**src/hw/rtl/sipq_pkg.sv**
```systemverilog
`timescale 1ns / 1ps
package sipq_pkg;

  localparam int QUEUE_DEPTH = 32;
  localparam int CNT_W       = $clog2(QUEUE_DEPTH + 1);
  localparam int FIELD_W     = 16;

  // operation codes
  localparam logic OP_ENQ = 1'b0;
  localparam logic OP_DEQ = 1'b1;

  // result status codes
  localparam logic [1:0] ST_OK    = 2'd0;
  localparam logic [1:0] ST_FULL  = 2'd1;
  localparam logic [1:0] ST_EMPTY = 2'd2;

  // controller to datapath commands
  typedef struct packed {
    logic load_in;
    logic exec;
  } cmd_t;

  // datapath to controller status
  typedef struct packed {
    logic out_free;
  } stat_t;

endpackage

```
**src/hw/rtl/sipq_ctrl.sv**
```systemverilog
`timescale 1ns / 1ps
module sipq_ctrl (
  input  logic             clk,
  input  logic             rst,
  input  logic             in_valid,
  output logic             in_ready,
  input  sipq_pkg::stat_t  stat,
  output sipq_pkg::cmd_t   cmd
);
  import sipq_pkg::*;

  typedef enum logic [1:0] {
    S_IDLE = 2'b01,
    S_EXEC = 2'b10
  } state_t;

  state_t state, state_next;

  // state register
  always_ff @(posedge clk) begin
    if (rst) begin
      state <= S_IDLE;
    end else begin
      state <= state_next;
    end
  end

  // next state and commands
  always_comb begin
    state_next  = state;
    in_ready    = 1'b0;
    cmd.load_in = 1'b0;
    cmd.exec    = 1'b0;
    case (state)
      S_IDLE: begin
        in_ready = 1'b1;
        if (in_valid) begin
          cmd.load_in = 1'b1;
          state_next  = S_EXEC;
        end
      end
      S_EXEC: begin
        if (stat.out_free) begin
          cmd.exec   = 1'b1;
          state_next = S_IDLE;
        end
      end
      default: begin
        state_next = S_IDLE;
      end
    endcase
  end

endmodule

```
**src/hw/rtl/sipq_datapath.sv**
```systemverilog
`timescale 1ns / 1ps
module sipq_datapath (
  input  logic                          clk,
  input  logic                          rst,
  input  sipq_pkg::cmd_t                cmd,
  output sipq_pkg::stat_t               stat,
  input  logic                          operation,
  input  logic [sipq_pkg::FIELD_W-1:0]  item_score,
  input  logic [sipq_pkg::FIELD_W-1:0]  item_arrival,
  input  logic [sipq_pkg::FIELD_W-1:0]  item_payload,
  output logic                          res_valid,
  input  logic                          res_ready,
  output logic                          out_valid,
  output logic [sipq_pkg::FIELD_W-1:0]  out_score,
  output logic [sipq_pkg::FIELD_W-1:0]  out_arrival,
  output logic [sipq_pkg::FIELD_W-1:0]  out_payload,
  output logic [1:0]                    status,
  output logic [sipq_pkg::CNT_W-1:0]    entry_count,
  output logic                          is_empty,
  output logic                          is_full
);
  import sipq_pkg::*;

  localparam logic [CNT_W-1:0] DEPTH_C = CNT_W'(QUEUE_DEPTH);

  // captured request
  logic               op_q;
  logic [FIELD_W-1:0] new_score, new_arrival, new_payload;

  // sorted entry cells, index 0 is the front
  logic [FIELD_W-1:0] sc [QUEUE_DEPTH];
  logic [FIELD_W-1:0] ar [QUEUE_DEPTH];
  logic [FIELD_W-1:0] pl [QUEUE_DEPTH];
  logic [CNT_W-1:0]   count;

  logic [QUEUE_DEPTH-1:0] sel;
  logic                   q_full, q_empty, do_enq, do_deq;
  logic [CNT_W-1:0]       count_next;

  // output is free when empty or being taken this cycle
  assign stat.out_free = !res_valid || res_ready;

  // request capture
  always_ff @(posedge clk) begin
    if (cmd.load_in) begin
      op_q        <= operation;
      new_score   <= item_score;
      new_arrival <= item_arrival;
      new_payload <= item_payload;
    end
  end

  assign q_full  = (count == DEPTH_C);
  assign q_empty = (count == '0);
  assign do_enq  = cmd.exec && (op_q == OP_ENQ) && !q_full;
  assign do_deq  = cmd.exec && (op_q == OP_DEQ) && !q_empty;

  // per-cell compare: at or past the insert point, within the filled region or the first free cell
  always_comb begin
    for (int k = 0; k < QUEUE_DEPTH; k++) begin
      sel[k] = ((CNT_W'(k) < count) && (sc[k] < new_score)) || (CNT_W'(k) == count);
    end
  end

  always_comb begin
    count_next = count;
    if (do_enq) begin
      count_next = count + 1'b1;
    end else if (do_deq) begin
      count_next = count - 1'b1;
    end
  end

  // parallel shift of the cells
  always_ff @(posedge clk) begin
    if (do_enq) begin
      for (int k = 0; k < QUEUE_DEPTH; k++) begin
        if (sel[k]) begin
          if (k > 0 && sel[(k > 0) ? k - 1 : 0]) begin
            sc[k] <= sc[(k > 0) ? k - 1 : 0];
            ar[k] <= ar[(k > 0) ? k - 1 : 0];
            pl[k] <= pl[(k > 0) ? k - 1 : 0];
          end else begin
            sc[k] <= new_score;
            ar[k] <= new_arrival;
            pl[k] <= new_payload;
          end
        end
      end
    end else if (do_deq) begin
      for (int k = 0; k < QUEUE_DEPTH - 1; k++) begin
        sc[k] <= sc[k + 1];
        ar[k] <= ar[k + 1];
        pl[k] <= pl[k + 1];
      end
    end
  end

  // entry count
  always_ff @(posedge clk) begin
    if (rst) begin
      count <= '0;
    end else begin
      count <= count_next;
    end
  end

  // result register valid
  always_ff @(posedge clk) begin
    if (rst) begin
      res_valid <= 1'b0;
    end else if (cmd.exec) begin
      res_valid <= 1'b1;
    end else if (res_ready) begin
      res_valid <= 1'b0;
    end
  end

  // result register payload
  always_ff @(posedge clk) begin
    if (cmd.exec) begin
      out_valid   <= do_deq;
      out_score   <= do_deq ? sc[0] : '0;
      out_arrival <= do_deq ? ar[0] : '0;
      out_payload <= do_deq ? pl[0] : '0;
      entry_count <= count_next;
      is_empty    <= (count_next == '0);
      is_full     <= (count_next == DEPTH_C);
      if (op_q == OP_ENQ) begin
        status <= q_full ? ST_FULL : ST_OK;
      end else begin
        status <= q_empty ? ST_EMPTY : ST_OK;
      end
    end
  end

endmodule

```
**src/hw/rtl/sorted_insert_priority_queue.sv**
```systemverilog
`timescale 1ns / 1ps
// a result is loaded into the result register by the execute step, which waits while a stalled result is held
// one transaction at a time (accept state, then execute state); input is not ready again until execute is done
// an insert compares all 32 entry cells in parallel and shifts those at or past the insert point in the execute cycle
// reset (rst, synchronous): queue empty, no result pending, input ready
module sorted_insert_priority_queue (
  input  logic                          clk,
  input  logic                          rst,
  input  logic                          in_valid,
  output logic                          in_ready,
  input  logic                          operation,
  input  logic [sipq_pkg::FIELD_W-1:0]  item_score,
  input  logic [sipq_pkg::FIELD_W-1:0]  item_arrival,
  input  logic [sipq_pkg::FIELD_W-1:0]  item_payload,
  output logic                          res_valid,
  input  logic                          res_ready,
  output logic                          out_valid,
  output logic [sipq_pkg::FIELD_W-1:0]  out_score,
  output logic [sipq_pkg::FIELD_W-1:0]  out_arrival,
  output logic [sipq_pkg::FIELD_W-1:0]  out_payload,
  output logic [1:0]                    status,
  output logic [sipq_pkg::CNT_W-1:0]    entry_count,
  output logic                          is_empty,
  output logic                          is_full
);
  import sipq_pkg::*;

  cmd_t  cmd;
  stat_t stat;

  // sequencing
  sipq_ctrl u_ctrl (
    .clk      (clk),
    .rst      (rst),
    .in_valid (in_valid),
    .in_ready (in_ready),
    .stat     (stat),
    .cmd      (cmd)
  );

  // entry cells and result register
  sipq_datapath u_dp (
    .clk          (clk),
    .rst          (rst),
    .cmd          (cmd),
    .stat         (stat),
    .operation    (operation),
    .item_score   (item_score),
    .item_arrival (item_arrival),
    .item_payload (item_payload),
    .res_valid    (res_valid),
    .res_ready    (res_ready),
    .out_valid    (out_valid),
    .out_score    (out_score),
    .out_arrival  (out_arrival),
    .out_payload  (out_payload),
    .status       (status),
    .entry_count  (entry_count),
    .is_empty     (is_empty),
    .is_full      (is_full)
  );

endmodule

```
**config.mk**
```make
export PLATFORM = sky130hd
export DESIGN_NAME = sorted_insert_priority_queue
export DESIGN_NICKNAME = d
export VERILOG_FILES = /design/src/hw/rtl/sipq_pkg.sv /design/src/hw/rtl/sipq_ctrl.sv /design/src/hw/rtl/sipq_datapath.sv /design/src/hw/rtl/sorted_insert_priority_queue.sv
export SDC_FILE = /design/constraint.sdc
export NUM_CORES = 2
export LEC_CHECK = 0
export BUFFER_PORTS_ARGS = -buffer_cell sky130_fd_sc_hd__clkbuf_2
export CAP_MARGIN = 20
export CORE_MARGIN = 4
export CORE_UTILIZATION = 50
export CTS_CLUSTER_DIAMETER = 50
export DETAILED_ROUTE_END_ITERATION = 7
export GPL_TIMING_DRIVEN = 0
export PLACE_DENSITY = 0.71
export SLEW_MARGIN = 20
export SYNTH_ARGS = -nofsm -noshare
export SYNTH_HDL_FRONTEND = slang
export SYNTH_SLANG_ARGS = --single-unit
```
**constraint.sdc**
```tcl
create_clock -name clk -period 10.2 [get_ports clk]
set_input_delay 0.51 -clock clk [delete_from_list [all_inputs] [get_ports clk]]
set_output_delay 0.51 -clock clk [all_outputs]
set_load 0.01 [all_outputs]
```
# ---- Word level (Yosys, flattened, before mapping)
# Memory sizes are Yosys's and may differ from the RTL's.
# Index checks and enable logic that the tools add are counted.
# Widths: inputs -> output; s select.
dict set report totals {
  register_bits 117
  ramBits 1536
  in_bits 53
  out_inout_bits 61
  word_cells 838
  mem_count 3
}
# memory words word_bits read_ports rd_clocked_by_memory_dff write_ports line_no
set memory_table {}
lappend memory_table {u_dp.ar 32 16 32 0 32 sipq_datapath.sv:32} ;# logic [FIELD_W-1:0] ar [QUEUE_DEPTH];
lappend memory_table {u_dp.pl 32 16 32 0 32 sipq_datapath.sv:33} ;# logic [FIELD_W-1:0] pl [QUEUE_DEPTH];
lappend memory_table {u_dp.sc 32 16 32 0 32 sipq_datapath.sv:31} ;# logic [FIELD_W-1:0] sc [QUEUE_DEPTH];
dict set report classes {
  add_sub_neg 2
  n_lt_le_gt_ge 64
  n_eq_ne 37
  n_mux 454
  bitwise_logic 187
  reduce_logical 76
}
# operator count
set op_table {}
lappend op_table {{$mux 16} 186}
lappend op_table {{$lt 16x16->1} 32}
lappend op_table {{$mux 1} 261}
lappend op_table {{$or 1x1->1} 186}
lappend op_table {{$eq 5x6->1 const A} 16}
lappend op_table {{$lt 5x6->1 const A} 16}
lappend op_table {{$eq 4x6->1 const A} 8}
lappend op_table {{$lt 4x6->1 const A} 8}
lappend op_table {{$logic_and 1x1->1} 36}
lappend op_table {{$logic_or 1x1->1} 33}
lappend op_table {{$eq 3x6->1 const A} 4}
lappend op_table {{$lt 3x6->1 const A} 4}
lappend op_table {{$eq 2x6->1 const A} 2}
lappend op_table {{$eq 6x6->1 const B} 2}
lappend op_table {{$logic_not 6->1} 2}
lappend op_table {{$lt 1x6->1 const A} 2}
lappend op_table {{$lt 2x6->1 const A} 2}
lappend op_table {{$mux 6} 2}
lappend op_table {{$mux 2} 4}
lappend op_table {{$add 6x1->6 const B} 1}
lappend op_table {{$eq 1x6->1 const A} 1}
lappend op_table {{$sub 6x1->6 const B} 1}
lappend op_table {{$ne 2x2->1 const B} 2}
lappend op_table {{$pmux 2 s2} 1}
lappend op_table {{other kinds (6)} 8}

# ---- Depth between registers and ports, before layout
dict set report depth {
  ltp_word 10
  mapped_depth 14
  ltp_nobuf 10
}

# ---- Modules after synthesis
# From an unflattened synthesis, not the netlist that was laid out.
dict set report hier_totals {
  cells_unflattened 8818
  area_unflattened_um2 93792.5
}
# mod instances cells_each area_each_um2 seq_area_each_um2
set modules_own_cells {}
lappend modules_own_cells {sipq_datapath 1 8809 93697.4 49507.5}
lappend modules_own_cells {sipq_ctrl 1 9 95.1 40.0}

# ---- Worst setup path after synthesis
# Ideal clock, no wire load.
dict set report synth_timing {
  path_type {reg2reg}
  start {register u_dp.new_score[11]}
  end {memory u_dp.ar[16][0] (enable)}
  setup_time_ns 0.520
  t_arrival_ns 6.290
  required_time_ns 9.680
  setup_slack_ns 3.390
  path_stages_with_launch 11
  n_path_buf 2
  synth_period_minus_slack_ns 6.810
  cell_sequence {edfxtp_1 > inv_1 > ha_1 > and3_1 > a221oi_1 > nor2_1 > a2111oi_0 > a22oi_1 > buf_2 > buf_2 > o21ai_0}
}
# element line_no
set synth_rtl {}
lappend synth_rtl {{start, declared} sipq_datapath.sv:28} ;# logic [FIELD_W-1:0] new_score, new_arrival, new_payload;
lappend synth_rtl {{start signal, assigned} sipq_datapath.sv:47} ;# new_score <= item_score;
lappend synth_rtl {{end, declared} sipq_datapath.sv:32}

==> impl_metrics.tcl <==
set metrics [dict create \
    cts_max_level 4 \
    start_kind "flip-flop" \
    yosysMostFrequentCell "edfxtp_1" \
    slowest_stage "clkbuf_1" \
    final_area_um2 104000 \
    yosys_warnings 0 \
    grt_max_degree 59 \
    crit_chain "clkbuf_1 -> inv_1 -> ha_1 -> nor3b_4 -> a21oi_2 -> buf_6 -> nand2_1 -> inv_1 -> buf_2 -> buf_2 -> buf_2 -> clkbuf_1 -> a21o_2 -> buf_12" \
    synth_edf_count 1644 \
    skew_ns 0.0340 \
    min_to "u_dp.new_score[3]$_DFFE_PP_" \
    post_cts_buffers 0 \
    holdCritStartpoint "in_valid" \
    fin_nets 9373 \
    synthArstFlopShare 0 \
    track_usage 0.344 \
    start_util 0.505 \
    synth_cells 8445 \
    antenna_found_initial 9 \
    core_area_um2 184000 \
    post-route-period-util 0.671 \
    place_inst 11100 \
    r2r_end "u_dp.pl[3][10]$_DFFE_PP_" \
    n_fill_cell 15700 \
    synth_ff_type "edfxtp_1" \
    overflow 0 \
    clkTransAtPathRegs_ns 0.06 \
    leakage_nw 39.7 \
    synth_seq_area_share 0.534 \
    peakVddDrop_mv 0.167 \
    fp.dieW_um 439 \
    numCtsBuffers 186 \
    setup_tns_ns 0 \
    rr_startpoint "u_dp.count[1]$_SDFF_PP0_" \
    drtPass1Iterations 8 \
    reg2reg_slack_ns 3.35 \
    num_vias 75200 \
    grtUsageMet3 0.0896 \
    placed_area_um2 97800 \
    wl_per_cell_um 29.8 \
    grt_pass1_wl_um 489000 \
    drive_gt1_frac 0.0920 \
    crit_fanout 32 \
    drt_iter0_markers 10500 \
    crit_required_ns 10.73 \
    end_kind "flip-flop" \
    yosys_register_bits 1653 \
    grt_pass1_vias 75000 \
    syn-cell-area_um2 92900 \
    synth_common_cells "edfxtp_1 (1644), mux2i_1 (1326), nand2_1 (1247), o21ai_0 (972), a21oi_1 (716)" \
    dieHeight_um 439 \
    hold_depth 2 \
    post-route-drc-count 0 \
    multi_input_area_um2 40400 \
    synth_area_per_cell_um2 11.0 \
    hold_class "in2reg" \
    r2r_cells 14 \
    fin_worst_hold_slack_ns 0.337 \
    met2_usage 0.526 \
    drt_wl_total_um 341000 \
    status "finished clean" \
    crit_family "buffers and inverters" \
    yosys.area.top_type "edfxtp_1" \
    ios 114 \
    rsz0062_at_grt "false" \
    drtAntennaViolNets 0 \
    cp.arrival_ns 7.38 \
    hpwlAfterDp_um 258000 \
    power.density_nw_per_um2 144 \
    area_growth_pct 12.3 \
    met1_usage 0.460 \
    fin_util 0.567 \
    port_buffers 113 \
    cts_sinks 1653 \
    cts_buffer_depth 3 \
    slowest_delay_ns 0.76 \
    cts_tree "yes" \
    critPathLaunch "u_dp.count[1]$_SDFF_PP0_" \
    hold_violations 0 \
    p_total_mw 15.0 \
    synth.distinct_cells 89 \
    fmax_mhz 146 \
    regArea_um2 49500 \
    slew_violations 0 \
    max_slew_margin 0.132 \
    cp.buffers_inverters 9 \
    pre_cts_slack_ns 3.72 \
    final_cells 11500 \
    root_buffer "clkbuf_16" \
    num_rows 157 \
    cap_violations 0 \
    synth_top_area_share 0.532 \
    layout_setup_ws_ns 3.35 \
    via_per_inst 6.57 \
    cp_common_cell "buf_2" \
    fin_crit_ns 6.85 \
    setup_viol 0 \
    setup.worst_path.class "reg2reg" \
    clk_latency_ns 0.85 \
    top_usage_layer "met2" \
    reg.largest.list "u_dp.ar x512, u_dp.pl x512, u_dp.sc x512" \
    dieArea_um2 193000 \
    syn_nets 8982 \
    synthTopCellsByArea "edfxtp_1 (53%), mux2i_1 (14%), ha_1 (6.5%)" \
    worst_pin_slew_ns 1.30 \
    gp_congestion 1.01 \
]
-- layout by cell type, fill, tap and decap left out, drive strengths merged, types with 12 or more instances in the layout --
master,count
edfxtp,1644
mux2i,1326
nand2,1247
o21ai,1013
clkbuf,760
a21oi,717
nor2,610
ha,484
buf,299
clkinv,83
mux2,81
a31oi,64
a21o,61
and3,60
dlygate4sd3,52
nand4,49
nand3,47
inv,42
nand2b,38
nor3,37
a211o,22
o211ai,20
a211oi,18
nor2b,16
bufinv,16
o21a,14
nor4,14
and4,12
-- worst max-delay path by stage --
stage / to / cells past startpoint
2_1_floorplan: u_dp.ar[16][0]$_DFFE_PP_ / 10
3_3_place_gp: u_dp.pl[0][25]$_DFFE_PP_ / 10
3_5_place_dp: u_dp.pl[3][10]$_DFFE_PP_ / 14
4_1_cts: u_dp.pl[3][0]$_DFFE_PP_ / 14
5_1_grt: u_dp.pl[3][10]$_DFFE_PP_ / 14
6_report: u_dp.pl[3][10]$_DFFE_PP_ / 14
-- cell type report --
cell class                      count  share of cell area
Sequential cell                  1653               0.475
Multi-Input combinational cell   6071               0.387
Clock buffer                      221              0.0466
Buffer                            687              0.0301
Tap cell                         2464              0.0296
Timing Repair Buffer              203              0.0192
Clock inverter                    118              0.0110
Inverter                           34             0.00146
Antenna cell                        2           0.0000480
-- power by group --
group / internal [mW] / leakage, nW / switching, mW / total [mW]
clock network: 3.82 / 2.90 / 2.98 / 6.80
registers: 7.39 / 13.7 / 0.0473 / 7.43
logic: 0.230 / 23.1 / 0.521 / 0.751
-- cell families (layout without fill, tap and decap cells) --
| kind of cell | Yosys count | after routing | share of synthesized area |
|---|---|---|---|
| AO/OA/AOI/OAI | 2016 | 2016 | 0.118 |
| AND/OR/NAND/NOR | 2160 | 2160 | 0.0956 |
| adder cells (fa/ha/maj) | 484 | 484 | 0.0652 |
| flip-flops | 1653 | 1653 | 0.534 |
| XOR/XNOR | 4 | 4 | 0.000377 |
| other | 0 | 2 | 0 |
| buffers and inverters | 721 | 1263 | 0.0349 |
| multiplexers | 1407 | 1407 | 0.153 |
-- layer usage --
metal | vias to the layer above | share of wire
li1 | 32000 | -
met1 | 37300 | 0.39
met2 | 4926 | 0.44
met3 | 945 | 0.12
met4 | 8 | 0.054
met5 | - | 0.00017
-- what timing repair did --
| item | CTS | global route |
|---|---|---|
| hold buffers | 52 | 0 |
| resized for setup | 0 | 0 |
| endpoints found under the hold margin | 57 | 0 |
(Power assumes the default switching activity.)
